File: config.mk
export PLATFORM = sky130hd
export DESIGN_NAME = spdp_div
export DESIGN_NICKNAME = d
export VERILOG_FILES = /design/src/design/spdp_div.sv
export SDC_FILE = /design/constraint.sdc
export NUM_CORES = 2
export LEC_CHECK = 0
export ABC_CLOCK_PERIOD_IN_PS = 11800
export BUFFER_PORTS_ARGS = -buffer_cell sky130_fd_sc_hd__clkbuf_2
export CAP_MARGIN = 20
export CORE_MARGIN = 1
export CORE_UTILIZATION = 26
export DETAILED_ROUTE_END_ITERATION = 7
export PLACE_DENSITY = 0.4
export SYNTH_ARGS = -nofsm -noshare
export SYNTH_HDL_FRONTEND = slang
export SYNTH_SLANG_ARGS = --single-unit
File: constraint.sdc
create_clock -name i_clk -period 11.8 [get_ports i_clk]
set_clock_uncertainty 0.2 [all_clocks]
set_input_delay 1.18 -clock i_clk [delete_from_list [all_inputs] [get_ports i_clk]]
set_output_delay 1.18 -clock i_clk [all_outputs]
set_load 0.02 [all_outputs]
File: src/design/spdp_div.sv
// ----------------------------------------------------------------------------
// spdp_div
// Pipelined restoring divider, one quotient bit per stage.
// ----------------------------------------------------------------------------
`default_nettype none

module spdp_div #(
    parameter int DIVIDEND_W = 25,
    parameter int DIVISOR_W  = 13
) (
    input  wire logic                  i_clk,
    input  wire logic                  i_en,
    input  wire logic [DIVIDEND_W-1:0] i_dividend,
    input  wire logic [DIVISOR_W-1:0]  i_divisor,
    output logic      [DIVIDEND_W-1:0] o_quotient
);
    // The divisor comes from a register that the user must change only while
    // the pipeline is empty (not enforced here); it is not carried with the item.
    logic [DIVISOR_W-1:0]  r_rem [DIVIDEND_W];
    logic [DIVIDEND_W-1:0] r_num [DIVIDEND_W-1];
    logic [DIVIDEND_W-1:0] r_quo [DIVIDEND_W];

    for (genvar k = 0; k < DIVIDEND_W; k++) begin : g_stage
        logic [DIVISOR_W-1:0]  rem_in;
        logic [DIVIDEND_W-1:0] num_in;
        logic [DIVIDEND_W-1:0] quo_in;
        logic [DIVISOR_W:0]    trial;
        logic [DIVISOR_W:0]    diff;
        logic                  fits;

        if (k == 0) begin : g_first
            assign rem_in = '0;
            assign num_in = i_dividend;
            assign quo_in = '0;
        end else begin : g_next
            assign rem_in = r_rem[k-1];
            assign num_in = r_num[k-1];
            assign quo_in = r_quo[k-1];
        end

        assign trial = {rem_in, num_in[DIVIDEND_W-1]};
        assign diff  = trial - {1'b0, i_divisor};
        assign fits  = trial >= {1'b0, i_divisor};

        always_ff @(posedge i_clk) begin
            if (i_en) begin
                r_rem[k] <= fits ? diff[DIVISOR_W-1:0] : trial[DIVISOR_W-1:0];
                r_quo[k] <= {quo_in[DIVIDEND_W-2:0], fits};
            end
        end

        if (k < DIVIDEND_W - 1) begin : g_num
            always_ff @(posedge i_clk) begin
                if (i_en) begin
                    r_num[k] <= {num_in[DIVIDEND_W-2:0], 1'b0};
                end
            end
        end
    end

    assign o_quotient = r_quo[DIVIDEND_W-1];

endmodule

`default_nettype wire

**Word level (Yosys, flattened, before mapping)**

Memories as Yosys holds them, arrays and structs flattened.
Cells that the tools add are included.

- Shift-type cells: 0
- Multiply operators: 0
- Equality and inequality tests: 0
- Bitwise logic cells: 0
- Muxes and demuxes: 27
- Divide/modulo/power cells: 0
- Reduce and logical (&&, ||, !) cells: 0
- Add/subtract/negate cells: 25
- Magnitude comparators: 25

Operators by type and width:

| kind | number |
|---|---|
| $ge A14 B13 Y1 | 24 |
| $mux W13 | 25 |
| $sub A13 B13 Y13 | 24 |
| $ge A1 B13 Y1 | 1 |
| $sub A1 B13 Y13 | 1 |
| $mux W1 | 2 |

- Memories: 3
- Register bits after elaboration: 0
- Input bits: 40
- Memory bits (writable): 1526
- Logic and storage cells: 80
- Bits in latches: 0
- Bits in read-only memories: 0

Memory list:

| name | depth | width | rd ports | clocked after Yosys merged registers in | wr ports | line | source |
|---|---|---|---|---|---|---|---|
| r_quo | 25 | 25 | 25 | 0 | 25 | 21 | `logic [DIVIDEND_W-1:0] r_quo [DIVIDEND_W];` |
| r_num | 24 | 24 | 24 | 0 | 24 | 20 | `logic [DIVIDEND_W-1:0] r_num [DIVIDEND_W-1];` |
| r_rem | 25 | 13 | 24 | 0 | 25 | 19 | `logic [DIVISOR_W-1:0] r_rem [DIVIDEND_W];` |

**Longest topological paths before layout**

An unclocked memory read counts as a cell.

- Word-level depth: 3
- Mapped depth: 13
- Gate-level depth less buffers: 11

**Least setup slack after synthesis**

OpenSTA, ideal clock, no wires.

- Path type: in2reg
- From: in i_divisor[2]
- To: mem r_rem[19][5], in the netlist r_rem[4][44], data pin
- Path buffers: 1
- Data arrival time: 4.240 ns
- Slack: 7.098 ns
- Cell stages on the path: 11
- Required time: 11.338 ns
- Cells stage by stage: inv_1 ha_1 nor2b_1 o31a_1 o21ai_1 nand2b_1 a221o_1 o41a_1 a211oi_4 buf_6 mux2_1

RTL lines:

| item | line | source |
|---|---|---|
| from (decl) | 14 | `input wire logic [DIVISOR_W-1:0] i_divisor,` |
| to (decl) | 19 |  |

==> metrics <==
status complete, no violations; post_cts resized 0; Post-Layout Cell Count 5779; largest net degree at the start of global routing 147; Post-CTS Setup Bufs 0; cell taking the most area after synthesis edfxtp_1; root buffer cell clkbuf_16; post-synth top area share 0.624; FF-to-FF Start r_num[0][47]; core region area 172000 um^2; Setup crit end r_rem[0][33]; grt total ovfl 0; metal3 WL 3.61 mm; Synth area leaders edfxtp_1 62%, ha_1 8.7%, mux2_2 5.5%; number of global-route vias before repair 25800; min cycle time layout 4720 ps; Commonest cells post-synth 937 x edfxtp_1, 314 x ha_1, 231 x nor2_1; Clock transition at path regs 60 ps; Syn. warnings 0; Initial Util 0.262; Mapped Nets 3566; later-pin clock latency in the skew report 760 ps; ratio of cells with drive above 1 in the final layout 0.146; ys async rst share 0; number of nets still failing antenna checks after routing 0; full die area approximately 180000 um^2; Req. time, crit path 12090 ps; number of synthesized flops with an enable pin 937; hold depth 0; io pins 65; hold buffers post-CTS 0; Unique masters post-synth 66; Starting DRT DRC Count 1502; Worst setup SP type input port; max-slew violation count 0; count of final setup violators 0; Layout area overhead 16.1%; RSZ-0062 raised after global routing false; cells on worst reg2reg path 12; mapped cell area between 40000 and 50000 um^2; maximum vdd drop 126 uV; Leakage Power 19.1 nW; # fillers 17300; metal2 WL 44.0 mm; reg2reg end r_rem[0][33]; critical path arrival 5010 ps; TritonCTS Buffers roughly 110; row count 152; GPL Wtd Cong 0.774; first-pass GRT wire length roughly 150 mm; crit share post-route 0.400; Die H 419 um; FMAX 212 MHz; number of synthesized register bits ~940; First-pass DRT Iterations 5; vias per inst 4.42; flop-to-flop setup slack between 7000 and 8000 ps; hpwl dp 61.0 mm; total of max-cap violations 0; most numerous cell in the Yosys netlist edfxtp_1; WL met1 ~47 mm; Slew @ Worst Pin 1090 ps; CTS H-tree lvls 3; CP startpoint i_divisor[0]; drt drc 0; Cells after DPL between 5000 and 6000; HP Start r_num[1][45]; PwrDens between 200 and 300 nW/um^2; syn_area_per_cell 14.1 um^2; clock buffer depth 3; Die W 419 um; Total GRT Usage 0.111; Worst slew margin 0.276; top layer in use met4; CTS Sinks 937; Hold/Removal Path Class reg2reg; PortBufs 64; sequential element share of the synthesized area 0.624; ys flop type edfxtp_1; routed len/inst 17.0 um; Final #Nets 3753; initial antenna violation count 1; CP Class in2reg; CTS tree done; Synth Instances 3189; final hold vios 0; CP Capture Type flop; setup tns final 0 ps; # diodes 0; Routed WL slightly below 100 mm; CP Max Fanout 25; via count 25600
[sequential cells by signal, summed over array words and instances (netlist names)]
register,cells
r_num,300
r_quo,325
r_rem,312
[power by group]
group	leakage, nW	switching [mW]	internal, mW
combinational	8.18	2.47	2.37
sequential	9.14	0.411	4.70
clock	1.78	1.44	2.01
total	19.1	4.32	9.08
[layer usage]
layer | GRT usage | vias to the layer above
li1 | - | 12700
met5 | 0 | -
met4 | 0.0408 | 0
met3 | 0.0215 | 166
met2 | 0.174 | 346
met1 | 0.153 | 12400
[worst max-delay path, cell delays in order]
cell and delay (ps):
clkbuf_2 90, buf_4 280, ha_1 330, fa_1 410, nor2b_1 130, o21ai_0 110, a21boi_0 330, nor3_1 90
o31ai_1 610, nor2_1 170, o21ai_1 590, buf_4 310, mux2_2 350
[how the worst min path moves through the flow]
stage	to	slack, ps
after floorplan	r_num[0][25]	200
after global placement	r_num[1][57]	200
after detailed placement	r_num[0][28]	200
after CTS	r_num[1][70]	180
after global routing	r_num[1][70]	190
final	r_num[1][70]	180
[logic make-up after synthesis]
family	count (synthesis)	synth area share
AOI/OAI and AO/OA	639	0.0911
xor gates and xnor gates	182	0.0353
adders and majority gates	337	0.0973
buffers and inverters	158	0.0139
DFF	937	0.624
muxes	278	0.0679
and+or+nand+nor	658	0.0708
[cell usage in the layout (no fill, tap or decap), types with 23 or more instances in the layout]
cell       instances
clkbuf_16        114
nand3_1           38
a211oi_1          29
a21o_1            72
inv_1            118
nor3_1            55
mux2i_1           53
clkinv_1          33
edfxtp_1         937
nand2_1          110
a21oi_1          169
buf_4             35
nor2b_1           76
xnor2_1          126
o21a_1            56
clkbuf_2          63
nor2_1           231
nand2b_1          34
fa_1              23
xor2_1            56
ha_1             314
mux2_2           219
nand4_1           41
o21ai_0          148
[final cells by class]
type	count	area, um^2	share of cell area
clock buffer	134	2930	0.0559
inverter	120	450	0.00860
tap	2310	2890	0.0552
timing repair buffer	110	744	0.0142
multi-input combinational	2094	16400	0.314
sequential	937	28100	0.537
clock inverter	74	777	0.0148
[metrics by stage]
stage	setup WS, ps	instance area [um^2]	utilization	hold WS [ps]	power [mW]
6_report	7080	52400	0.305	185	13.4
2_1_floorplan	7100	45100	-	200	8.79
5_1_grt	6840	52400	0.305	186	14.4
3_3_place_gp	6210	48600	0.282	200	10.0
3_5_place_dp	6130	48600	0.283	205	10.0
4_1_cts	6990	52300	0.304	176	13.6
(Power assumes the default switching activity.)
