<file path="src/design/spdp_pkg.sv">
// ----------------------------------------------------------------------------
// spdp_pkg
// Types, widths and reset values shared by the scaled pixel packer.
// ----------------------------------------------------------------------------
`default_nettype none

package spdp_pkg;

    // Largest image dimension; coordinate and size fields follow from it.
    localparam int MAX_DIM          = 4096;
    localparam int COORD_W          = $clog2(MAX_DIM);
    localparam int DIM_W            = COORD_W + 1;
    localparam int PROD_W           = COORD_W + DIM_W;
    localparam int SRC_W            = PROD_W + 1;

    localparam int IMAGE_PIXELS_DEF = 65536;
    localparam int IDX_W            = 16;
    localparam int CHAN_W           = 8;
    localparam int PIXEL_W          = 3 * CHAN_W;
    localparam int BRIGHT_W         = 9;
    localparam int FULL_BRIGHT      = 256;
    localparam int OFF_W            = 5;
    localparam int LEN_W            = 4;
    localparam int CFMT_W           = OFF_W + LEN_W;
    localparam int FMT_W            = 3 * CFMT_W;
    localparam int OUT_W            = 32;

    // APB register file: eight 32-bit registers at byte addresses 4*i.
    localparam int APB_DATA_W       = 32;
    localparam int APB_ADDR_W       = 5;

    localparam logic [DIM_W-1:0]   RST_IMAGE_WIDTH    = DIM_W'(256);
    localparam logic [COORD_W-1:0] RST_CROP_LEFT      = '0;
    localparam logic [COORD_W-1:0] RST_CROP_TOP       = '0;
    localparam logic [DIM_W-1:0]   RST_CROP_WIDTH     = DIM_W'(256);
    localparam logic [DIM_W-1:0]   RST_CROP_HEIGHT    = DIM_W'(256);
    localparam logic [DIM_W-1:0]   RST_OUT_WIDTH      = DIM_W'(256);
    localparam logic [DIM_W-1:0]   RST_OUT_HEIGHT     = DIM_W'(256);
    localparam logic [FMT_W-1:0]   RST_CHANNEL_FORMAT = FMT_W'(67244304);

    typedef enum logic [2:0] {
        REG_IMAGE_WIDTH    = 3'd0,
        REG_CROP_LEFT      = 3'd1,
        REG_CROP_TOP       = 3'd2,
        REG_CROP_WIDTH     = 3'd3,
        REG_CROP_HEIGHT    = 3'd4,
        REG_OUT_WIDTH      = 3'd5,
        REG_OUT_HEIGHT     = 3'd6,
        REG_CHANNEL_FORMAT = 3'd7
    } t_reg_idx;

    typedef enum logic {
        MODE_LOAD = 1'b0,
        MODE_DRAW = 1'b1
    } t_mode;

    typedef struct packed {
        logic [DIM_W-1:0]   image_width;
        logic [COORD_W-1:0] crop_left;
        logic [COORD_W-1:0] crop_top;
        logic [DIM_W-1:0]   crop_width;
        logic [DIM_W-1:0]   crop_height;
        logic [DIM_W-1:0]   out_width;
        logic [DIM_W-1:0]   out_height;
        logic [FMT_W-1:0]   channel_format;
    } t_cfg;

    typedef struct packed {
        logic                mode;
        logic [IDX_W-1:0]    pixel_index;
        logic [CHAN_W-1:0]   load_red;
        logic [CHAN_W-1:0]   load_green;
        logic [CHAN_W-1:0]   load_blue;
        logic [COORD_W-1:0]  dest_col;
        logic [COORD_W-1:0]  dest_row;
        logic [BRIGHT_W-1:0] brightness;
    } t_in_item;

    typedef struct packed {
        logic [OUT_W-1:0] packed_pixel;
        logic             pixel_valid;
    } t_out_item;

    // What an item carries alongside the coordinate arithmetic.
    typedef struct packed {
        logic                mode;
        logic [IDX_W-1:0]    pixel_index;
        logic [PIXEL_W-1:0]  rgb;
        logic [BRIGHT_W-1:0] brightness;
    } t_side;

endpackage

`default_nettype wire

</file>
<file path="src/design/spdp_pack.sv">
// ----------------------------------------------------------------------------
// spdp_pack
// Brightness scaling of the three channels and packing into one word.
// ----------------------------------------------------------------------------
`default_nettype none

module spdp_pack (
    input  wire logic                          i_clk,
    input  wire logic                          i_en,
    input  wire logic [spdp_pkg::PIXEL_W-1:0]  i_rgb,
    input  wire logic [spdp_pkg::BRIGHT_W-1:0] i_brightness,
    input  wire logic [spdp_pkg::FMT_W-1:0]    i_fmt,
    output logic      [spdp_pkg::OUT_W-1:0]    o_packed
);
    import spdp_pkg::*;

    localparam int DIM_PROD_W = CHAN_W + BRIGHT_W;

    function automatic logic [OUT_W-1:0] place_chan(
        input logic [CHAN_W-1:0] c,
        input logic [CFMT_W-1:0] fmt
    );
        logic [OFF_W-1:0]  off;
        logic [LEN_W-1:0]  len;
        logic [LEN_W-1:0]  sh;
        logic [CHAN_W-1:0] cs;
        off = fmt[OFF_W-1:0];
        len = fmt[CFMT_W-1:OFF_W];
        if (len > LEN_W'(CHAN_W)) begin
            len = LEN_W'(CHAN_W);
        end
        sh = LEN_W'(CHAN_W) - len;
        cs = c >> sh;
        // Bits shifted past the top of the word are dropped.
        return (len == '0) ? '0 : (OUT_W'(cs) << off);
    endfunction

    logic [BRIGHT_W-1:0]   w_br;
    logic [DIM_PROD_W-1:0] w_pr, w_pg, w_pb;
    logic [CHAN_W-1:0]     r_r, r_g, r_b;

    assign w_br = (i_brightness > BRIGHT_W'(FULL_BRIGHT)) ? BRIGHT_W'(FULL_BRIGHT)
                                                          : i_brightness;
    assign w_pr = DIM_PROD_W'(i_rgb[3*CHAN_W-1:2*CHAN_W]) * DIM_PROD_W'(w_br);
    assign w_pg = DIM_PROD_W'(i_rgb[2*CHAN_W-1:CHAN_W]) * DIM_PROD_W'(w_br);
    assign w_pb = DIM_PROD_W'(i_rgb[CHAN_W-1:0]) * DIM_PROD_W'(w_br);

    always_ff @(posedge i_clk) begin
        if (i_en) begin
            r_r <= w_pr[2*CHAN_W-1:CHAN_W];
            r_g <= w_pg[2*CHAN_W-1:CHAN_W];
            r_b <= w_pb[2*CHAN_W-1:CHAN_W];
        end
    end

    assign o_packed = place_chan(r_r, i_fmt[CFMT_W-1:0])
                    | place_chan(r_g, i_fmt[2*CFMT_W-1:CFMT_W])
                    | place_chan(r_b, i_fmt[3*CFMT_W-1:2*CFMT_W]);

endmodule

`default_nettype wire

</file>
<file path="config.mk">
export PLATFORM = sky130hd
export DESIGN_NAME = spdp_pack
export DESIGN_NICKNAME = d
export VERILOG_FILES = /design/src/design/spdp_pkg.sv /design/src/design/spdp_pack.sv
export SDC_FILE = /design/constraint.sdc
export NUM_CORES = 1
export LEC_CHECK = 0
export BUFFER_PORTS_ARGS = -buffer_cell sky130_fd_sc_hd__buf_2
export CORE_MARGIN = 3
export CORE_UTILIZATION = 55
export CTS_CLUSTER_DIAMETER = 80
export DETAILED_ROUTE_END_ITERATION = 6
export GPL_TIMING_DRIVEN = 0
export PLACE_DENSITY_LB_ADDON = 0.15
export RECOVER_POWER = 25
export SLEW_MARGIN = 20
export SYNTH_ARGS = -nofsm -noshare
export SYNTH_HDL_FRONTEND = slang
export SYNTH_SLANG_ARGS = --single-unit
</file>
<file path="constraint.sdc">
create_clock -name i_clk -period 7.6 [get_ports i_clk]
set_input_delay 0.38 -clock i_clk [delete_from_list [all_inputs] [get_ports i_clk]]
set_output_delay 0.38 -clock i_clk [all_outputs]
set_load 0.02 [all_outputs]
</file>
# == Yosys cells after proc, flatten, opt, wreduce, memory -nomap -nowiden ==
# Cells that the tools add are included.
# op_classes
addsub,3
mul,3
order_cmp,4
shifts,6
n_mux,7
n_bitwise,2
n_reduce_logical,3
# op_table
cell,count
$mux 32,3
$shl 8x5->32,3
$or 32x32->32,2
$mul 8x9->16,3
$shr 8x4->8,3
$gt 4x4->1 const B,3
$logic_not 4->1,3
$mux 4,3
$sub 4x4->4 const A,3
$gt 9x9->1 const B,1
$mux 9,1
# word_totals
regBits,24
output_inout_bits,32

# == Depth between registers and ports, before layout ==
# Gate-level depths: netlist of run 1.
# logic_depth
ltp_word,8
ltp_mapped,21

# == Worst setup path before layout of run 1 ==
# OpenSTA, ideal clock, no wires.
# synth_path
path_type,input -> register
start,input i_brightness[8] (netlist bit)
end,register r_g[7] (data pin)
arrival_time_ns,4.568
required_ns,7.340
path_slack_ns,2.772
cell_stages,17
path_buffers,2
path_cell_list,clkbuf_1 > nor2b_1 > clkbuf_1 > and2_1 > fa_1 > inv_1 > fa_1 > fa_1 > inv_1 > fa_1 > ha_1 > or4_1 > a31oi_1 > o211ai_1 > a31o_2 > a21oi_1 > xnor2_1
# synth_via
elab_chain_cells,3
# synth_rtl
element,line,source
"start, declared",spdp_pack.sv:11,"input wire logic [spdp_pkg::BRIGHT_W-1:0] i_brightness,"
$gt 9x9->1,spdp_pack.sv:42,assign w_br = (i_brightness > BRIGHT_W'(FULL_BRIGHT)) ? BRIGHT_W'(FULL_BRIGHT)
$mux 9 (*),spdp_pack.sv:42,
$mul 8x9->16 (*),spdp_pack.sv:45,assign w_pg = DIM_PROD_W'(i_rgb[2*CHAN_W-1:CHAN_W]) * DIM_PROD_W'(w_br);
net w_pg[15],spdp_pack.sv:39,"logic [DIM_PROD_W-1:0] w_pr, w_pg, w_pb;"
"end signal, assigned",spdp_pack.sv:51,r_g <= w_pg[2*CHAN_W-1:CHAN_W];
"end, declared",spdp_pack.sv:40,"logic [CHAN_W-1:0] r_r, r_g, r_b;"
# Mark *: on every way through the listed nets, which the timed path passes. The rest lies on a longest branch.
# A chain may end at the register's enable or synchronous reset.

# == Worst setup path in the final report of run 1 ==
# Same ends and word-level chain as after synthesis.

==> impl_results.md, run 1 <==
* Overflow after GRT at 0
* Initial Util at 56.3%
* Most used cell, CP: fa_1
* Post-CTS setup buffers at 0
* # IOs at 94
* Number of global-route vias before repair at 9,471
* Std cell rows at 50
* CP max stage cell: fa_1
* Post-route antenna net violation count at 0
* Vias per cell at 5.93
* Cells along the critical path: buf_2 > clkbuf_1 > nor2b_1 > clkbuf_1 > and2_1 > fa_1 > inv_1 > fa_1 > fa_1 > inv_1 > fa_1 > ha_1 > or4_1 > a31oi_1 > o211ai_1 > a31o_2 > a21oi_1 > xnor2_1
* Crit path to: r_g[7]
* CTS Buf Count at 3
* Post-synth ARST share at 0%
* Routed vias at between 9,000 and 10,000
* Syn_nets at 1,572
* M1 WL at around 13 mm
* Core area at about 0.019 mm2
* Worst hold path class: in2reg
* Syn Area/Cell at 8.21 um2
* I/O Buffers at 85
* Number of antenna diodes at 0
* Pwr dens at 134 mW/mm2
* Synth Cell Area at around 0.011 mm2
* CP Buf/Inv Count at 5
* Share of cells above drive strength 1 at 10.3%
* MaxCap Viol Count at 0
* Clk slew on worst S/H paths at approximately 0.060 ns
* Crit path largest cell delay at 0.55 ns
* Largest net degree at the start of global routing at 25
* # DRC at 0
* Endpoints failing setup at 0
* Leakage at 0.00549 uW
* Global-route wire length before repair at ~49 mm
* Setup TNS at 0 ns
* Met3 Wirelength at about 1.8 mm
* DR top layer: met4
* Synth Register Bits at 24
* Worst hold path cell count at 4
* DP HPWL at 24.6 mm
* Die height at 145 um
* Startpoint Class: primary input
* Nets at 1,662
* Critical path required time at 7.61 ns
* DR pass1 iterations at 5
* Yosys cell types at 86
* GRT Overall Usage at 28.8%
* FMAX at 173 MHz
* Critical Path Start: i_brightness[8]
* Chip width at 145 um
* Post-CTS Resized at 0
* DR WL met2 at 13.9 mm
* Initial antenna violation count at 0
* Worst Tran Pin Value at 1.28 ns
* Outcome: finished clean
* Cell family with most CP delay: adder cells
* Drt first-iter violations at 591
* Layout area overhead at 7.93%
* EDFF count, synth at 24
* Cts hold-fix bufs at 0
* Max Slew Vio Count at 0
* Drt total wl at approximately 30 mm
* WP data arrival at ~5.8 ns
* DIE AREA at 0.0210 mm2
* Root buf cell: clkbuf_16
* Register area share after synthesis at 6.80%
* Setup ws final at 1.83 ns
* Ys flop type: edfxtp_1
* Routability cong. at 1.01
* Yosys Warn Count at 0
* Crit end category: flip-flop
* Tmin final at ~5.8 ns
* Crit. path cell count at 18
* Max VDD drop at roughly 70 uV
* Hold WS at 0.712 ns
* Period Utilization, post-route at 75.9%
* CTS tree: yes
* Max-slew headroom at 14.5%
* RSZ-0062 raised after global routing: false
* Clock sinks at 24
* Kind of critical path: in2reg
* WL/cell at around 18 um
* Worst slack at placement at about 1.6 ns
* Final hold vios at 0
* CTS Buffer Depth at 2
* Synthesized instance count at between 1,000 and 1,500
* Max Fanout on Critical Path at 10
* H-tree depth at 1
-- state kept, by name (all words and copies together), names as in the netlist --
signal  flops
r_g         8
r_r         8
r_b         8
-- synthesized netlist by cell type, types with 9 or more instances --
cell type	count	area, um2
inv_1	174	653
and2_1	172	1080
fa_1	120	2400
nand2_1	109	409
ha_1	99	1240
nor2_1	70	263
clkbuf_1	44	165
a21oi_1	35	175
nor3_1	31	155
xnor2_1	26	228
edfxtp_1	24	721
nand3_1	24	120
mux2i_1	22	220
o21ai_0	20	100
nor2b_1	19	119
nand2b_1	17	106
a211oi_1	14	105
xor2_1	12	105
mux2_2	10	113
o211ai_1	10	75.1
o22ai_1	10	62.6
a211o_1	9	78.8
a21o_1	9	67.6
or3_1	9	56.3
-- placed cells by master (no fill, tap or decap), types with 6 or more instances in the layout --
master       n
nor2_1      70
mux2_2      10
a22oi_1      8
o21bai_1     8
edfxtp_1    24
o21ai_0     20
clkbuf_1    45
a21oi_1     35
and2_1     172
ha_1        99
xnor2_1     26
a211oi_1    14
a2111oi_0    8
nand3b_1     8
a221o_1      7
nand2b_1    17
xor2_1      12
a211o_1      9
mux2i_1     22
o211ai_1    10
inv_1      174
a21o_1       9
fa_1       120
a221oi_1     6
nand2_1    109
o21a_1       8
o22ai_1     10
nor3_1      31
o221ai_1     8
o32ai_1      6
mux4_2       8
a31oi_1      7
nand3_1     24
or3_1        9
nor2b_1     19
buf_2       90
o2bb2ai_1    6
-- cells by family (layout without fill, tap and decap cells) --
| kind of cell | after synthesis | count (layout) | share of synthesized area, % |
|---|---|---|---|
| DFF | 24 | 24 | 6.80 |
| adders and majority gates | 219 | 219 | 34.3 |
| xor gates and xnor gates | 38 | 38 | 3.14 |
| muxes | 43 | 43 | 5.23 |
| and+or+nand+nor | 507 | 507 | 25.9 |
| AOI/OAI and AO/OA | 225 | 225 | 16.1 |
| buffers and inverters | 235 | 324 | 8.53 |
-- metal layers --
| metal | track usage, % | vias up |
|---|---|---|
| li1 | - | 4606 |
| met4 | 11.4 | 0 |
| met1 | 39.8 | 4677 |
| met3 | 1.25 | 71 |
| met2 | 47.8 | 378 |
| met5 | 0 | - |
-- area by class of cell --
type | count | area (um2)
Clock buffer | 3 | 75.1
Buffer | 53 | 221
Clock inverter | 1 | 3.75
Multi-Input combinational cell | 1032 | 8990
Sequential cell | 24 | 721
Tap cell | 260 | 325
Inverter | 182 | 683
Timing Repair Buffer | 85 | 424
Fill cell | 1745 | 7390
-- stage by stage --
step	std cells	util (%)	instance area (um2)	power, uW
2_1_floorplan	1291	-	10600	1100
3_3_place_gp	1636	60.3	11400	1390
3_5_place_dp	1636	60.3	11400	1410
4_1_cts	1640	60.8	11400	1540
5_1_grt	1640	60.8	11400	1700
6_report	1640	60.8	11400	1540
-- worst min path at each step --
stage	startpoint	to	slack [ns]
global route	i_rgb[7]	r_b[7]	0.76
global placement	i_en	r_b[1]	0.91
floorplan	i_en	r_b[0]	0.49
detailed placement	i_en	r_b[0]	0.92
finish	i_rgb[7]	r_b[7]	0.71
CTS	i_en	r_b[0]	0.64
-- power by group --
group	total, uW	leakage, uW	switching [uW]	internal (uW)
registers	266	0.000234	43.7	222
clock network	116	0.0000385	45.1	70.4
logic	1150	0.00522	673	481
total	1540	0.00549	762	773
Note: power is estimated with default switching activity, not from simulation.
==> run 2: changes to the inputs <==
- ABC_AREA: default -> 1
- clock period: 7.6 -> 5.2 ns (I/O delays scaled with it)
==> run 2 against run 1 <==
  * Worst setup slack got worse by 1.6 ns
  * Via count increased by 16%
  * Sequential power increased by 33%
  * Synthesized cell count increased by 29%
  * Routed wire length increased by 5.9%
  * Core utilization increased by 0.84 points
  * Total power increased by 61%
  * Critical path type unchanged
  * Critical endpoint is now r_g[5]
  * Largest power group unchanged
==> impl_results.md, run 2 <==
* Yosys cell types at 44 (-49%)
* Initial antenna violation count at 0 (unchanged)
* EDFF count, synth at 24 (unchanged)
* DR pass1 iterations at 6 (+1)
* Global-route wire length before repair at 52.3 mm (+7.7%)
* Root buf cell: clkbuf_16
* Max VDD drop at 167 uV (+140%)
* Leakage at 0.00674 uW (+23%)
* RSZ-0062 raised after global routing: true
* Startpoint Class: primary input
* WL/cell at 15.6 um (-14%)
* Yosys top cell area share at 22.1% (-0.55 points)
* H-tree depth at 1 (unchanged)
* Tmin final at between 4 and 5 ns
* Endpoints failing setup at 0 (unchanged)
* Synth Cell Area at 0.0109 mm2 (+2.5%)
* Syn Area/Cell at 6.53 um2 (-20%)
* Register area share after synthesis at 6.63% (-0.17 points)
* Crit end category: flip-flop
* Core area at 0.0191 mm2 (+1.3%)
* Overflow after GRT at 0 (unchanged)
* CTS Buf Count at 3 (unchanged)
* Register area at 721 um2 (unchanged)
* Drt first-iter violations at 924 (+56%)
* Cells along the critical path: clkbuf_2 > inv_1 > a21oi_1 > inv_1 > nand2_1 > clkbuf_4 > nor2_1 > fa_1 > fa_1 > fa_1 > inv_1 > fa_1 > inv_1 > ha_1 > a21oi_1 > o21ai_0 > a311oi_1 > o31ai_1 > xor2_1
* Most common cell in the netlist: nand2_1
* Synth cell count leaders: nand2_1 (366), inv_1 (303), nand3_1 (263)
* Synthesized instance count at 1,664 (+29%)
* Power Total at 2480 uW (+61%)
* Ys flop type: edfxtp_1
* MaxCap Viol Count at 0 (unchanged)
* I/O Buffers at 84 (-1.2%)
* Area of the multi-input gates at 0.00875 mm2 (-2.7%)
* Routed vias at 11,300 (+16%)
* Post-route antenna net violation count at 0 (unchanged)
* Commonest non-fill, non-tap cell in the layout: nand2_1
* Post-synth ARST share at 0% (unchanged)
* WP data arrival at 4.93 ns (-0.85 ns)
* Critical path required time at 5.19 ns (-2.42 ns)
* Std cell rows at 50 (unchanged)
* Worst Tran Pin Value at 1.38 ns (+0.0954 ns)
* Share of cells above drive strength 1 at 9.93% (-0.36 points)
* Max Fanout on Critical Path at 10 (unchanged)
* FMAX at around 200 MHz
* Clock sinks at 24 (unchanged)
* Max Slew Vio Count at 0 (unchanged)
* Outcome: finished clean
* Pwr dens at 211 mW/mm2 (+57%)
* Layout area overhead at 8.16%
* Critical Path Start: i_brightness[8]
* Max-slew headroom at 8.13% (-6.4 points)
* Final Util at 61.6% (+0.84 points)
* Yosys Warn Count at 0 (unchanged)
* Number of antenna diodes at 0 (unchanged)
* Ranking of synthesized cells by area: fa_1 (22%), nand2_1 (13%), nand3_1 (12%)
* Kind of critical path: in2reg
* Initial Util at 57.0% (+0.65 points)
* Largest area contributor in the netlist: fa_1
* Biggest regs: r_b: 8 flops, r_g: 8 flops, r_r: 8 flops
* Crit. path cell count at 19 (+1)
* Most frequent cells in the layout: nand2_1 (364), inv_1 (303), nand3_1 (263)
* Nets at 2,034 (+22%)
* Drt total wl at 31.4 mm (+5.9%)
* Period Utilization, post-route at 94.9%
* Largest net degree at the start of global routing at 25 (unchanged)
* Clk slew on worst S/H paths at 0.07 ns (about the same)
* Filler cells at 1,840 (+5.4%)
* Number of global-route vias before repair at 10,900 (+15%)
* Crit path to: r_g[5]
* DP HPWL at 26.8 mm (+8.8%)
* Worst hold path class: in2reg
* CP max stage cell: fa_1
* Chip width at 147 um (+1.2%)
* Cell family with most CP delay: adder cells
* Synth Register Bits at 24 (unchanged)
* Syn_nets at 1,945 (+24%)
* CTS tree: yes
* Vias per cell at 5.61 (-5.5%)
* # IOs at 94 (unchanged)
* Die height at 147 um (+1.2%)
* DIE AREA at 0.0215 mm2 (+2.4%)
* CP Buf/Inv Count at 6 (+1)
* Crit path largest cell delay at 0.52 ns (-0.03 ns)
* Final hold vios at 0 (unchanged)
* GRT Overall Usage at 29.3% (+0.47 points)
* Routability cong. at 0.961 (-5.2%)
* CTS Buffer Depth at 2 (unchanged)
* # DRC at 0 (unchanged)
* Cts hold-fix bufs at 0 (unchanged)
## run 2: cell count changes in the layout (fill, tap and decap cells not counted), moves of 24 or more
cell and delta:
clkbuf_1 -24, nand3_1 +239, and2_1 -171, nand4_1 +35, inv_1 +129, nand2_1 +255, nor2_1 +113
## run 2: worst min-delay path, stage by stage
cell and delay, ns:
buf_2 0.14, nand4_1 0.13, nor3_1 0.08, nand4_1 0.09, nand3_1 0.06, nand2_1 0.06
## run 2: layout make-up
class | instances | share of cell area (%)
multi-input combinational | 1274 | 74.4
inverter | 315 | 10.1
sequential | 24 | 6.13
timing repair buffer | 84 | 3.57
tap | 260 | 2.77
buffer | 51 | 2.17
clock buffer | 3 | 0.639
clock inverter | 1 | 0.255
## run 2: how the worst min path moves through the flow
stage | from | end | depth (start not counted)
global placement | i_en | r_b[6] | 1
global route | i_rgb[16] | r_r[4] | 6
finish | i_rgb[16] | r_r[4] | 6
CTS | i_en | r_b[4] | 1
detailed placement | i_en | r_b[4] | 1
floorplan | i_en | r_b[0] | 0
## run 2: metal layers
| layer | up-vias | GRT usage, % | wire length (um) |
|---|---|---|---|
| met2 | 501 | 49.5 | 14700 |
| met5 | - | 0 | 0 |
| met3 | 69 | 3.88 | 2380 |
| met1 | 5249 | 39.1 | 13400 |
| met4 | 0 | 9.03 | 994 |
| li1 | 5462 | - | - |
## run 2: cells by family after synthesis
family	after synthesis	synth area share, %
AND/OR/NAND/NOR	917	38.1
AO/OA/AOI/OAI	103	5.55
adder cells (fa/ha/maj)	219	33.5
buffers and inverters	366	13.1
XOR/XNOR	35	3.13
flip-flops	24	6.63
## run 2: repair_timing
item                       in CTS  in global routing
setup buffers                   0                  0
resized for setup               3                 19
setup endpoints to repair      14                 20
## run 2: per-stage QoR
step	hold WS [ns]	cell area, um2	instances	setup WS [ns]	TNS, ns
final	0.654	11800	2012	0.268	0
after global routing	0.696	11800	2012	-0.00149	-0.00149
after CTS	0.539	11700	2012	0.0478	0
after detailed placement	0.814	11600	2008	-0.496	-7.14
after global placement	0.808	11600	2008	-0.396	-5.65
after floorplan	0.372	10900	1664	0.426	0
## run 2: power by group
part	internal, uW	switching, uW	total (uW)	leakage (uW)
combinational	650	1250	1900	0.00645
clock	153	73.2	227	0.0000511
sequential	325	27.4	353	0.000234
total	1130	1350	2480	0.00674
