## config.mk

```make
export PLATFORM = sky130hd
export DESIGN_NAME = spdp_cfg
export DESIGN_NICKNAME = d
export VERILOG_FILES = /design/src/design/spdp_pkg.sv /design/src/design/spdp_cfg.sv
export SDC_FILE = /design/constraint.sdc
export NUM_CORES = 1
export LEC_CHECK = 0
export BUFFER_PORTS_ARGS = -buffer_cell sky130_fd_sc_hd__buf_2
export CORE_MARGIN = 1.5
export CORE_UTILIZATION = 30
export CTS_CLUSTER_DIAMETER = 50
export CTS_CLUSTER_SIZE = 24
export DETAILED_ROUTE_END_ITERATION = 10
export SLEW_MARGIN = 30
export SYNTH_ARGS = -nofsm -noshare
export SYNTH_HDL_FRONTEND = slang
export SYNTH_SLANG_ARGS = --single-unit
```

## constraint.sdc

```tcl
create_clock -name i_clk -period 3.45 [get_ports i_clk]
set_input_delay 0.8625 -clock i_clk [delete_from_list [all_inputs] [get_ports i_clk]]
set_output_delay 0.8625 -clock i_clk [all_outputs]
set_load 0.1 [all_outputs]
```

## src/design/spdp_pkg.sv

```systemverilog
// ----------------------------------------------------------------------------
// spdp_pkg
// Types, widths and reset values shared by the scaled pixel packer.
// ----------------------------------------------------------------------------
`default_nettype none

package spdp_pkg;

    // Largest image dimension; coordinate and size fields follow from it.
    localparam int MAX_DIM          = 4096;
    localparam int COORD_W          = $clog2(MAX_DIM);
    localparam int DIM_W            = COORD_W + 1;
    localparam int PROD_W           = COORD_W + DIM_W;
    localparam int SRC_W            = PROD_W + 1;

    localparam int IMAGE_PIXELS_DEF = 65536;
    localparam int IDX_W            = 16;
    localparam int CHAN_W           = 8;
    localparam int PIXEL_W          = 3 * CHAN_W;
    localparam int BRIGHT_W         = 9;
    localparam int FULL_BRIGHT      = 256;
    localparam int OFF_W            = 5;
    localparam int LEN_W            = 4;
    localparam int CFMT_W           = OFF_W + LEN_W;
    localparam int FMT_W            = 3 * CFMT_W;
    localparam int OUT_W            = 32;

    // APB register file: eight 32-bit registers at byte addresses 4*i.
    localparam int APB_DATA_W       = 32;
    localparam int APB_ADDR_W       = 5;

    localparam logic [DIM_W-1:0]   RST_IMAGE_WIDTH    = DIM_W'(256);
    localparam logic [COORD_W-1:0] RST_CROP_LEFT      = '0;
    localparam logic [COORD_W-1:0] RST_CROP_TOP       = '0;
    localparam logic [DIM_W-1:0]   RST_CROP_WIDTH     = DIM_W'(256);
    localparam logic [DIM_W-1:0]   RST_CROP_HEIGHT    = DIM_W'(256);
    localparam logic [DIM_W-1:0]   RST_OUT_WIDTH      = DIM_W'(256);
    localparam logic [DIM_W-1:0]   RST_OUT_HEIGHT     = DIM_W'(256);
    localparam logic [FMT_W-1:0]   RST_CHANNEL_FORMAT = FMT_W'(67244304);

    typedef enum logic [2:0] {
        REG_IMAGE_WIDTH    = 3'd0,
        REG_CROP_LEFT      = 3'd1,
        REG_CROP_TOP       = 3'd2,
        REG_CROP_WIDTH     = 3'd3,
        REG_CROP_HEIGHT    = 3'd4,
        REG_OUT_WIDTH      = 3'd5,
        REG_OUT_HEIGHT     = 3'd6,
        REG_CHANNEL_FORMAT = 3'd7
    } t_reg_idx;

    typedef enum logic {
        MODE_LOAD = 1'b0,
        MODE_DRAW = 1'b1
    } t_mode;

    typedef struct packed {
        logic [DIM_W-1:0]   image_width;
        logic [COORD_W-1:0] crop_left;
        logic [COORD_W-1:0] crop_top;
        logic [DIM_W-1:0]   crop_width;
        logic [DIM_W-1:0]   crop_height;
        logic [DIM_W-1:0]   out_width;
        logic [DIM_W-1:0]   out_height;
        logic [FMT_W-1:0]   channel_format;
    } t_cfg;

    typedef struct packed {
        logic                mode;
        logic [IDX_W-1:0]    pixel_index;
        logic [CHAN_W-1:0]   load_red;
        logic [CHAN_W-1:0]   load_green;
        logic [CHAN_W-1:0]   load_blue;
        logic [COORD_W-1:0]  dest_col;
        logic [COORD_W-1:0]  dest_row;
        logic [BRIGHT_W-1:0] brightness;
    } t_in_item;

    typedef struct packed {
        logic [OUT_W-1:0] packed_pixel;
        logic             pixel_valid;
    } t_out_item;

    // What an item carries alongside the coordinate arithmetic.
    typedef struct packed {
        logic                mode;
        logic [IDX_W-1:0]    pixel_index;
        logic [PIXEL_W-1:0]  rgb;
        logic [BRIGHT_W-1:0] brightness;
    } t_side;

endpackage

`default_nettype wire

```

## src/design/spdp_cfg.sv

```systemverilog
// ----------------------------------------------------------------------------
// spdp_cfg
// APB register file holding the scaling window and channel layout.
// ----------------------------------------------------------------------------
`default_nettype none

module spdp_cfg (
    input  wire logic                            i_clk,
    input  wire logic                            i_rst_n,
    input  wire logic                            psel,
    input  wire logic                            penable,
    input  wire logic                            pwrite,
    input  wire logic [spdp_pkg::APB_ADDR_W-1:0] paddr,
    input  wire logic [spdp_pkg::APB_DATA_W-1:0] pwdata,
    output logic      [spdp_pkg::APB_DATA_W-1:0] prdata,
    output logic                                 pready,
    output spdp_pkg::t_cfg                       o_cfg
);
    import spdp_pkg::*;

    t_cfg     r_cfg;
    t_cfg     n_cfg;
    t_reg_idx w_idx;
    logic     w_wr;

    assign pready = 1'b1;
    assign w_idx  = t_reg_idx'(paddr[APB_ADDR_W-1:2]);
    assign w_wr   = psel && penable && pwrite;

    always_comb begin
        n_cfg = r_cfg;
        if (w_wr) begin
            unique case (w_idx)
                REG_IMAGE_WIDTH:    n_cfg.image_width    = pwdata[DIM_W-1:0];
                REG_CROP_LEFT:      n_cfg.crop_left      = pwdata[COORD_W-1:0];
                REG_CROP_TOP:       n_cfg.crop_top       = pwdata[COORD_W-1:0];
                REG_CROP_WIDTH:     n_cfg.crop_width     = pwdata[DIM_W-1:0];
                REG_CROP_HEIGHT:    n_cfg.crop_height    = pwdata[DIM_W-1:0];
                REG_OUT_WIDTH:      n_cfg.out_width      = pwdata[DIM_W-1:0];
                REG_OUT_HEIGHT:     n_cfg.out_height     = pwdata[DIM_W-1:0];
                REG_CHANNEL_FORMAT: n_cfg.channel_format = pwdata[FMT_W-1:0];
                default:            n_cfg = r_cfg;
            endcase
        end
    end

    always_comb begin
        unique case (w_idx)
            REG_IMAGE_WIDTH:    prdata = APB_DATA_W'(r_cfg.image_width);
            REG_CROP_LEFT:      prdata = APB_DATA_W'(r_cfg.crop_left);
            REG_CROP_TOP:       prdata = APB_DATA_W'(r_cfg.crop_top);
            REG_CROP_WIDTH:     prdata = APB_DATA_W'(r_cfg.crop_width);
            REG_CROP_HEIGHT:    prdata = APB_DATA_W'(r_cfg.crop_height);
            REG_OUT_WIDTH:      prdata = APB_DATA_W'(r_cfg.out_width);
            REG_OUT_HEIGHT:     prdata = APB_DATA_W'(r_cfg.out_height);
            REG_CHANNEL_FORMAT: prdata = APB_DATA_W'(r_cfg.channel_format);
            default:            prdata = '0;
        endcase
    end

    always_ff @(posedge i_clk) begin
        if (!i_rst_n) begin
            r_cfg.image_width    <= RST_IMAGE_WIDTH;
            r_cfg.crop_left      <= RST_CROP_LEFT;
            r_cfg.crop_top       <= RST_CROP_TOP;
            r_cfg.crop_width     <= RST_CROP_WIDTH;
            r_cfg.crop_height    <= RST_CROP_HEIGHT;
            r_cfg.out_width      <= RST_OUT_WIDTH;
            r_cfg.out_height     <= RST_OUT_HEIGHT;
            r_cfg.channel_format <= RST_CHANNEL_FORMAT;
        end else begin
            r_cfg <= n_cfg;
        end
    end

    assign o_cfg = r_cfg;

endmodule

`default_nettype wire

```

Yosys cells after proc, flatten, opt, wreduce, memory -nomap -nowiden
Index checks and enable logic that the tools add are counted.

Add/sub/neg operators: 0. Shifts and indexed selects: 0. Div/mod/pow operators: 0. Multiplexer cells: 1. Equal/unequal tests: 7. Reduce and logical (&&, ||, !) cells: 11. Bitwise operators: 0. Multipliers: 0. Order comparisons: 0.

Operator list (count): $pmux 32 s8 (1); $reduce_and 2->1 (8); $eq 3x3->1 const B (4); $eq 3x2->1 const B (2); $eq 3x1->1 const B (1); $logic_not 3->1 (1); $logic_and 1x1->1 (2).

ROM bits: 0. Bits in latches: 0. Register bits after elaboration: 116. RAM bits: 0. Memories: 0. Bits of input ports: 42. Output and inout bits: 149.

Longest topological paths before layout
Gate-level depths: netlist of run 1.

Depth in word-level cells: 3. Mapped depth: 8.

Worst setup path before layout of run 1
No wires, ideal clock.

Path type: input port to output port. Start point: in paddr[2] (netlist name). End point: out prdata[4] (netlist name). Stages: 5. Data required time: 2588 ps. Path buffers: 2. Arrival time: 3103 ps. Slack: -516 ps. Cell sequence: buf_4 > buf_4 > mux2i_1 > a211o_1 > a21oi_1.

Cells in the longest elaborated chain, start to end: 2.

Ends and longest elaborated chain: from (decl) (line spdp_cfg.sv:13) `input wire logic [spdp_pkg::APB_ADDR_W-1:0] paddr,`; $eq 3x3->1 (tied with other cells) (line spdp_cfg.sv:48) `unique case (w_idx)`; $pmux 32 s8 * (line spdp_cfg.sv:48); to (decl) (line spdp_cfg.sv:15) `output logic [spdp_pkg::APB_DATA_W-1:0] prdata,`.

Mark *: on every way between the ends. The rest lies on a longest branch, timed or not. The select of a mux whose other input is x is not followed.

Final worst setup path of run 1
Start point: in paddr[3] (netlist name). End point: out prdata[5] (netlist name).

Same word-level chain as after synthesis.

==> run metrics, run 1 <==
Placeable Area 18000 um^2; CP max stage delay ~0.36 ns; part of the power in combinational logic around 12%; part of the power in the clock network 50.6%; critical path class in2out; Cell variety after synth 39; layout cell share with drive strength beyond 1 approximately a third; time the final worst path needs with I/O delays and setup approximately 3.4 ns; required time reported for the critical path endpoint 2.59 ns; DR WL/cell 17.4 um; total power divided by cell area about 480 nW/um^2; number of standard-cell rows in the floorplan slightly below 50; Area contributors post-synth dfxtp_1 42%, a21boi_1 13%, nand2_1 12%, mux2i_1 4.0%, o21ai_1 3.4%; status complete, no violations; Ports ~190; post-synthesis register bit count ~120; Data arrival, critical path ~2.5 ns; count of final max-slew check failures 0; worst min path class reg2reg; Post-Synthesis Mean Instance Area about 8.2 um^2; Residual DRC 0; detailed-route vias per instance 4.90; largest fanout on the critical path 7; proportion of power drawn by flip-flops and latches a little under two fifths; Peak Freq ~300 MHz; gate count after technology mapping 669; violation count after the first detailed-route iteration around 340; Final Worst Setup Slack about 0.06 ns; Synth Cell Area between 5000 and 6000 um^2; number of hold buffers added after cts 0; Fin Setup TNS 0 ns; sequential share of the synthesized area 42.1%; number of synthesis warnings 0; overall power of the completed layout about 3.7 mW; Final Skew 0 ns; DP HPWL ~13000 um; htree depth 4; largest area contributor in the synthesized netlist dfxtp_1; number of antenna violations at the first check in global routing 0; clock buffer depth 2; die span in x 139 um; number of diodes 0; pin count of the biggest net entering global routing 62; Routed Wire Length about 19000 um; pre-CTS worst setup slack between 0.02 and 0.025 ns; Layout Utilization between 40% and 50%; Clock transition at path regs around 0.05 ns; ANT nets after route 0; part of the cycle the worst path needs a little over nine tenths; area growth from synthesis to final layout 38.6%; number of filler cells placed in the layout around 1800; routability congestion estimate 0.801; number of failing hold endpoints at the final stage 0; starting density of the core 30.6%; count of port buffers added during placement 177; CTS tree built; residual overflow from global routing 0; Final nets about 900; Max-slew headroom around 44%; # setup viols final 0; total CTS buffers 17; global-route wire length before repair a little under 30000 um; top cell family by delay on the critical path buffers and inverters; root buffer cell clkbuf_16; overall track demand over capacity in global routing about a fifth; Die Height about 140 um; area of the die 19200 um^2; Worst Max-Slew Pin Slew approximately 0.83 ns; Post-CTS Setup Repair Bufs 0; leakage power summed over all cells 3.22 nW; highest-count cells in the layout ignoring fill and taps 176 x nand2_1, 153 x buf_2, 116 x dfxtp_1; most prevalent standard cell on the critical path buf_4; setup repair after global routing missed its margin no; fraction of synthesized cell area taken by the top area cell type 42.1%; max reg flops ~120; Worst setup EP type primary output; reported max-cap violation count 0; type of element launching the critical path input port; number of vias after detailed routing 5263; slowest cell on the critical path mux2_1; Cell Chain, Critical Path buf_2 > buf_4 > mux2_1 > a22o_1 > a221oi_1 > buf_4 > nor2_4 > buf_4; first-pass iteration count of the detailed router 7; switching component of the power between 0.9 and 1 mW; Sinks on Clock Net between 100 and 150; worst supply voltage drop on vdd between 300 and 400 uV; Switching Fraction between 20% and 30%; internal cell power ~2.7 mW; WP buf/inv 4; worst-skew pair later-pin latency between 0.4 and 0.5 ns; leading cell type in the layout, fill and taps excluded nand2_1; vias in the first global route between 4000 and 5000; smallest hold slack 0.464 ns
==> power by group through the flow <==
stage                     clock, mW  combinational, mW  sequential (mW)
after detailed placement          0              0.456             1.39
after global routing           1.96              0.477             1.36
after CTS                      1.90              0.457             1.36
final                          1.86              0.457             1.36
after global placement            0              0.455             1.39
after floorplan                   0              0.265             1.46
==> cell usage after synthesis <==
master	count
a211o_1	1
a211oi_1	2
a21boi_1	97
a21oi_1	4
a221oi_1	19
a221oi_2	1
a22o_1	9
a22oi_1	1
and2_1	14
and3_1	1
buf_1	2
buf_2	32
buf_4	13
buf_6	4
clkbuf_1	20
clkbuf_2	1
conb_1	2
dfxtp_1	116
inv_1	10
mux2_1	10
mux2_2	1
mux2i_1	22
mux4_2	2
nand2_1	176
nand2b_1	3
nand3_1	10
nand3b_1	1
nand4_1	1
nand4b_4	1
nor2_1	30
nor2_2	2
nor2_4	1
nor2b_1	10
nor3_2	2
nor3b_1	1
o21ai_0	5
o21ai_1	37
or2_1	2
or3_1	3
==> metrics by stage <==
stage | cell area (um^2) | std cells
2_1_floorplan | 5620 | 673
3_3_place_gp | 7020 | 1043
3_5_place_dp | 7020 | 1043
4_1_cts | 7640 | 1075
5_1_grt | 7650 | 1075
6_report | 7650 | 1075
==> logic make-up after synthesis <==
group	share of synthesized area (%)
buf+inv	7.76
other cells	0.136
flops	42.1
compound gates	22.7
simple gates	20.3
mux	7.06
==> timing repair <==
item	in CTS	in global routing
setup endpoints to repair	0	4
hold endpoints to repair	0	0
resized for setup	0	8
==> worst register-to-register path, stage by stage, from the launching register on <==
cell and delay, ns:
dfxtp_1 0.37, nand2_1 0.08, a21boi_1 0.18
==> final cells by class <==
type	instances	area, um^2	area share [%]
inverters	10	37.5	0.491
clock inverters	10	154	2.01
well taps	229	287	3.75
clock buffers	22	464	6.07
repair buffers	213	1520	19.8
multi-input cells	475	2870	37.5
flip-flops and latches	116	2320	30.4
==> worst paths after layout <==
check | startpoint | to | slack [ns] | cells past startpoint
max | paddr[3] | prdata[5] | 0.06 | 8
max reg2reg | o_cfg[6] | o_cfg[6] | 2.75 | 2
min | o_cfg[110] | o_cfg[110] | 0.46 | 2
min reg2reg | o_cfg[110] | o_cfg[110] | 0.46 | 2
==> per-layer routing <==
layer	wire length, um	track usage (%)	vias to the layer above
met5	0	0	-
met4	305	6.04	0
met3	1460	7.15	24
met2	8190	28.8	190
met1	8770	26.2	2478
li1	-	-	2571
(Power assumes the default switching activity.)
==> run 2, diff against run 1 <==
Clock period 3.45 ns to 4 ns, I/O delays scaled along.
==> run metrics, run 2 (synthesis results as in run 1) <==
status complete, no violations; overall power of the completed layout 2.96 mW; ANT nets after route 0; number of diodes 0; number of failing hold endpoints at the final stage 0; number of vias after detailed routing between 5000 and 6000; critical path class in2out; count of port buffers added during placement 177; Post-CTS Setup Repair Bufs 0; time the final worst path needs with I/O delays and setup roughly 3.7 ns; number of standard-cell rows in the floorplan just under 50; number of hold buffers added after cts 0; part of the cycle the worst path needs roughly nine tenths; DP HPWL 13300 um; Routed Wire Length 18600 um; area growth from synthesis to final layout 35.4%; worst supply voltage drop on vdd roughly 350 uV; Peak Freq about 270 MHz; Clock transition at path regs 0.05 ns; first-pass iteration count of the detailed router 5; htree depth 4; slowest cell on the critical path mux2_1; max reg flops between 100 and 150; Sinks on Clock Net 116; Placeable Area between 15000 and 20000 um^2; reported max-cap violation count 0; Worst Max-Slew Pin Slew between 0.8 and 0.9 ns; routability congestion estimate 0.772; Ports between 150 and 200; leakage power summed over all cells 3.12 nW; pin count of the biggest net entering global routing a little under 70; leading cell type in the layout, fill and taps excluded nand2_1; Final nets 860; total CTS buffers 17; CTS tree built; post-cts sizing count 0; clock buffer depth 2; global-route wire length before repair around 29000 um; post-place instance area 6930 um^2; starting density of the core 30.6%; type of element launching the critical path input port; Final Skew 0 ns; largest fanout on the critical path 8; overall track demand over capacity in global routing between 10% and 20%; Die Height approximately 140 um; highest-count cells in the layout ignoring fill and taps 176 x nand2_1, 152 x buf_2, 116 x dfxtp_1; layout cell share with drive strength beyond 1 29.8%; number of antenna violations at the first check in global routing 0; Max-slew headroom 44.1%; Data arrival, critical path about 2.7 ns; Residual DRC 0; count of final max-slew check failures 0; detailed-route vias per instance about 4.9; violation count after the first detailed-route iteration a little under 400; Fin Setup TNS 0 ns; post-route design area ~7500 um^2; number of filler cells placed in the layout between 1500 and 2000; residual overflow from global routing 0; Cell Chain, Critical Path buf_2 > buf_4 > mux2_1 > a22o_1 > a221oi_1 > nor2_2 > buf_12; setup repair after global routing missed its margin no; DR WL/cell 17.6 um; total power divided by cell area 397 nW/um^2; # setup viols final 0; vias in the first global route 4929; root buffer cell clkbuf_16; Layout Utilization between 40% and 50%; Worst setup EP type primary output; smallest hold slack about 0.46 ns; required time reported for the critical path endpoint ~3.0 ns; area of the die just under 20000 um^2; die span in x approximately 140 um; CP max stage delay between 0.3 and 0.4 ns; worst-skew pair later-pin latency around 0.41 ns; worst min path class reg2reg
==> run 2: cell count changes in the layout (fill, tap and decap cells not counted), moves of 3 or more <==
cell,before,now
buf_4,36,17
bufinv_16,4,1
clkbuf_1,3,6
nor2_2,3,13
nor2_4,11,1
buf_12,24,29
==> run 2: metrics by stage <==
stage	setup slack, ns	cells
CTS	0.346	1059
detailed placement	0.349	1028
global placement	0.337	1028
global route	0.255	1059
finish	0.340	1059
floorplan	0.243	673
==> run 2: critical path, delay by kind of cell <==
family / cells / cell delay [ns]
and+or+nand+nor: 1 / 0.09
AOI/OAI and AO/OA: 2 / 0.55
buffers and inverters: 3 / 0.63
muxes: 1 / 0.38
==> run 2: metal layers <==
metal / track usage (%) / vias up / wire, um / share of wire, %
met1: 26.7 / 2435 / 9020 / 48
met3: 6.49 / 16 / 1370 / 7.3
met2: 29.1 / 178 / 8050 / 43
li1: - / 2536 / - / -
met4: 5.87 / 0 / 210 / 1.1
met5: 0 / - / 0 / 0
==> run 2: where the power goes <==
group | internal, mW | total [mW] | switching (mW)
Clock | 0.894 | 1.40 | 0.505
Combinational | 0.107 | 0.389 | 0.283
Sequential | 1.17 | 1.17 | 0.00775
Total | 2.17 | 2.96 | 0.795
==> run 2: area by class of cell <==
class / instances / area [um^2] / area share [%]
clock inverters: 5 / 50.0 / 0.670
flip-flops and latches: 116 / 2320 / 31.1
repair buffers: 198 / 1470 / 19.7
well taps: 229 / 287 / 3.84
clock buffers: 26 / 489 / 6.55
multi-input cells: 475 / 2820 / 37.7
inverters: 10 / 37.5 / 0.503
==> run 2: final timing paths <==
check             startpoint   endpoint  slack [ns]  cells after the start
setup / recovery    paddr[3]  prdata[3]        0.34                      7
hold / removal     o_cfg[25]  o_cfg[25]        0.46                      2
setup reg to reg   o_cfg[37]  o_cfg[37]        3.29                      2
hold reg to reg    o_cfg[25]  o_cfg[25]        0.46                      2
==> run 3, diff against run 2 <==
Clock period 4 ns to 4.6 ns, I/O delays scaled along.
==> run metrics, run 3 (synthesis results as in run 1) <==
placed cell count between 1000 and 1500; part of the power in the clock network roughly half; number of diodes 0; Worst Max-Slew Pin Slew between 0.8 and 0.9 ns; Switching Fraction 26.4%; required time reported for the critical path endpoint around 3.5 ns; Multi-input gate area 2780 um^2; time the final worst path needs with I/O delays and setup a little over 4 ns; count of final max-slew check failures 0; Max-slew headroom 41.0%; htree depth 4; worst-skew pair later-pin latency a little over 0.4 ns; highest-count cells in the layout ignoring fill and taps 176 x nand2_1, 167 x buf_2, 116 x dfxtp_1; status complete, no violations; Routed Wire Length about 19000 um; setup repair after global routing missed its margin no; Final Skew 0 ns; Sinks on Clock Net between 100 and 150; RR Startpoint o_cfg[115]; r2r endpoint o_cfg[115]; residual overflow from global routing 0; post-cts sizing count 0; leakage power summed over all cells 3.08 nW; proportion of power drawn by flip-flops and latches 36.8%; Clock transition at path regs roughly 0.050 ns; first-pass iteration count of the detailed router 4; global-route wire length before repair roughly 29000 um; total power divided by cell area just under 400 nW/um^2; largest fanout on the critical path 19; area growth from synthesis to final layout 30.9%; starting density of the core between 30% and 40%; worst supply voltage drop on vdd 252 uV; Fin Setup TNS 0 ns; number of hold buffers added after cts 0; Layout Utilization between 40 and 50%; post-layout instance count excluding filler cells 1054; area of the die ~19000 um^2; switching component of the power 0.734 mW; vias in the first global route around 4900; count of port buffers added during placement about 180; part of the power in combinational logic about an eighth; reg2reg path depth 2; clock buffer depth 2; smallest hold slack between 0.4 and 0.5 ns; number of filler cells placed in the layout around 1900; routability congestion estimate ~0.81; Peak Freq roughly 250 MHz; internal cell power between 2 and 2.5 mW; root buffer cell clkbuf_16; Final nets 854; overall track demand over capacity in global routing approximately a fifth; Placeable Area between 15000 and 20000 um^2; register cell area after layout 2320 um^2; Worst setup EP type primary output; critical path class in2out; Residual DRC 0; part of the cycle the worst path needs around 88%; number of failing hold endpoints at the final stage 0; DR WL/cell between 15 and 20 um; Die Height between 100 and 150 um; timing endpoint of the critical path prdata[5]; Data arrival, critical path 2.91 ns; leading cell type in the layout, fill and taps excluded nand2_1; register-to-register path setup slack a little under 4 ns; CTS tree built; DP HPWL about 14000 um; detailed-route vias per instance around 5.0; layout cell share with drive strength beyond 1 28.2%; violation count after the first detailed-route iteration slightly below 400; # setup viols final 0; Post-CTS Setup Repair Bufs 0; total CTS buffers 17; number of standard-cell rows in the floorplan 49; worst min path class reg2reg; ANT nets after route 0; number of antenna violations at the first check in global routing 0; max reg flops roughly 120; number of vias after detailed routing roughly 5300; pin count of the biggest net entering global routing 117; worst setup path start paddr[3]; type of element launching the critical path input port; Ports 191; die span in x between 100 and 150 um; reported max-cap violation count 0
run 3: cell count changes in the layout (fill, tap and decap cells not counted), moves of 2 or more:
cell and change:
a21oi_1 +2, buf_2 +15, clkbuf_1 -4, buf_12 -18, bufinv_16 +3, buf_4 -4, nor2_1 +11, nor2_2 -11
a21oi_2 -2
run 3: critical path: stages:
cell and delay, ns:
buf_2 0.22, buf_12 0.21, nor2b_1 0.15, buf_4 0.19, a221oi_1 0.43, a221oi_1 0.13, nor2_1 0.21, buf_12 0.20
run 3: how the worst min path moves through the flow:
| stage | start | endpoint | slack [ns] | depth (start not counted) |
|---|---|---|---|---|
| floorplan | o_cfg[21] | o_cfg[21] | 0.89 | 2 |
| global placement | o_cfg[24] | o_cfg[24] | 0.45 | 2 |
| detailed placement | o_cfg[24] | o_cfg[24] | 0.46 | 2 |
| CTS | o_cfg[24] | o_cfg[24] | 0.46 | 2 |
| global route | o_cfg[89] | o_cfg[89] | 0.47 | 2 |
| finish | o_cfg[24] | o_cfg[24] | 0.46 | 2 |
run 3: power groups by stage:
stage	combinational, mW	sequential, mW	clock, mW
detailed placement	0.329	1.04	0
global route	0.342	1.02	1.48
floorplan	0.191	1.10	0
CTS	0.330	1.02	1.44
finish	0.329	1.02	1.43
global placement	0.329	1.04	0
run 3: through the flow:
stage	area, um^2	setup WS, ns	power (mW)
2_1_floorplan	5530	0.0592	1.29
3_3_place_gp	6590	0.520	1.37
3_5_place_dp	6590	0.521	1.37
4_1_cts	7210	0.522	2.79
5_1_grt	7220	0.435	2.85
6_report	7220	0.541	2.77
run 3: layout make-up:
cell class                 count  area share (%)
multi-input combinational    475            38.5
sequential                   116            32.2
timing repair buffer         192            16.1
clock buffer                  22            6.57
tap                          229            3.97
clock inverter                10            2.11
inverter                      10           0.520
run 3: layer usage:
metal	GRT usage (%)	share of wire (%)	wire [um]
met1	28.3	48	9190
met5	0	0	0
met3	4.94	6.2	1200
met2	30.2	45	8630
met4	6.54	1.6	308
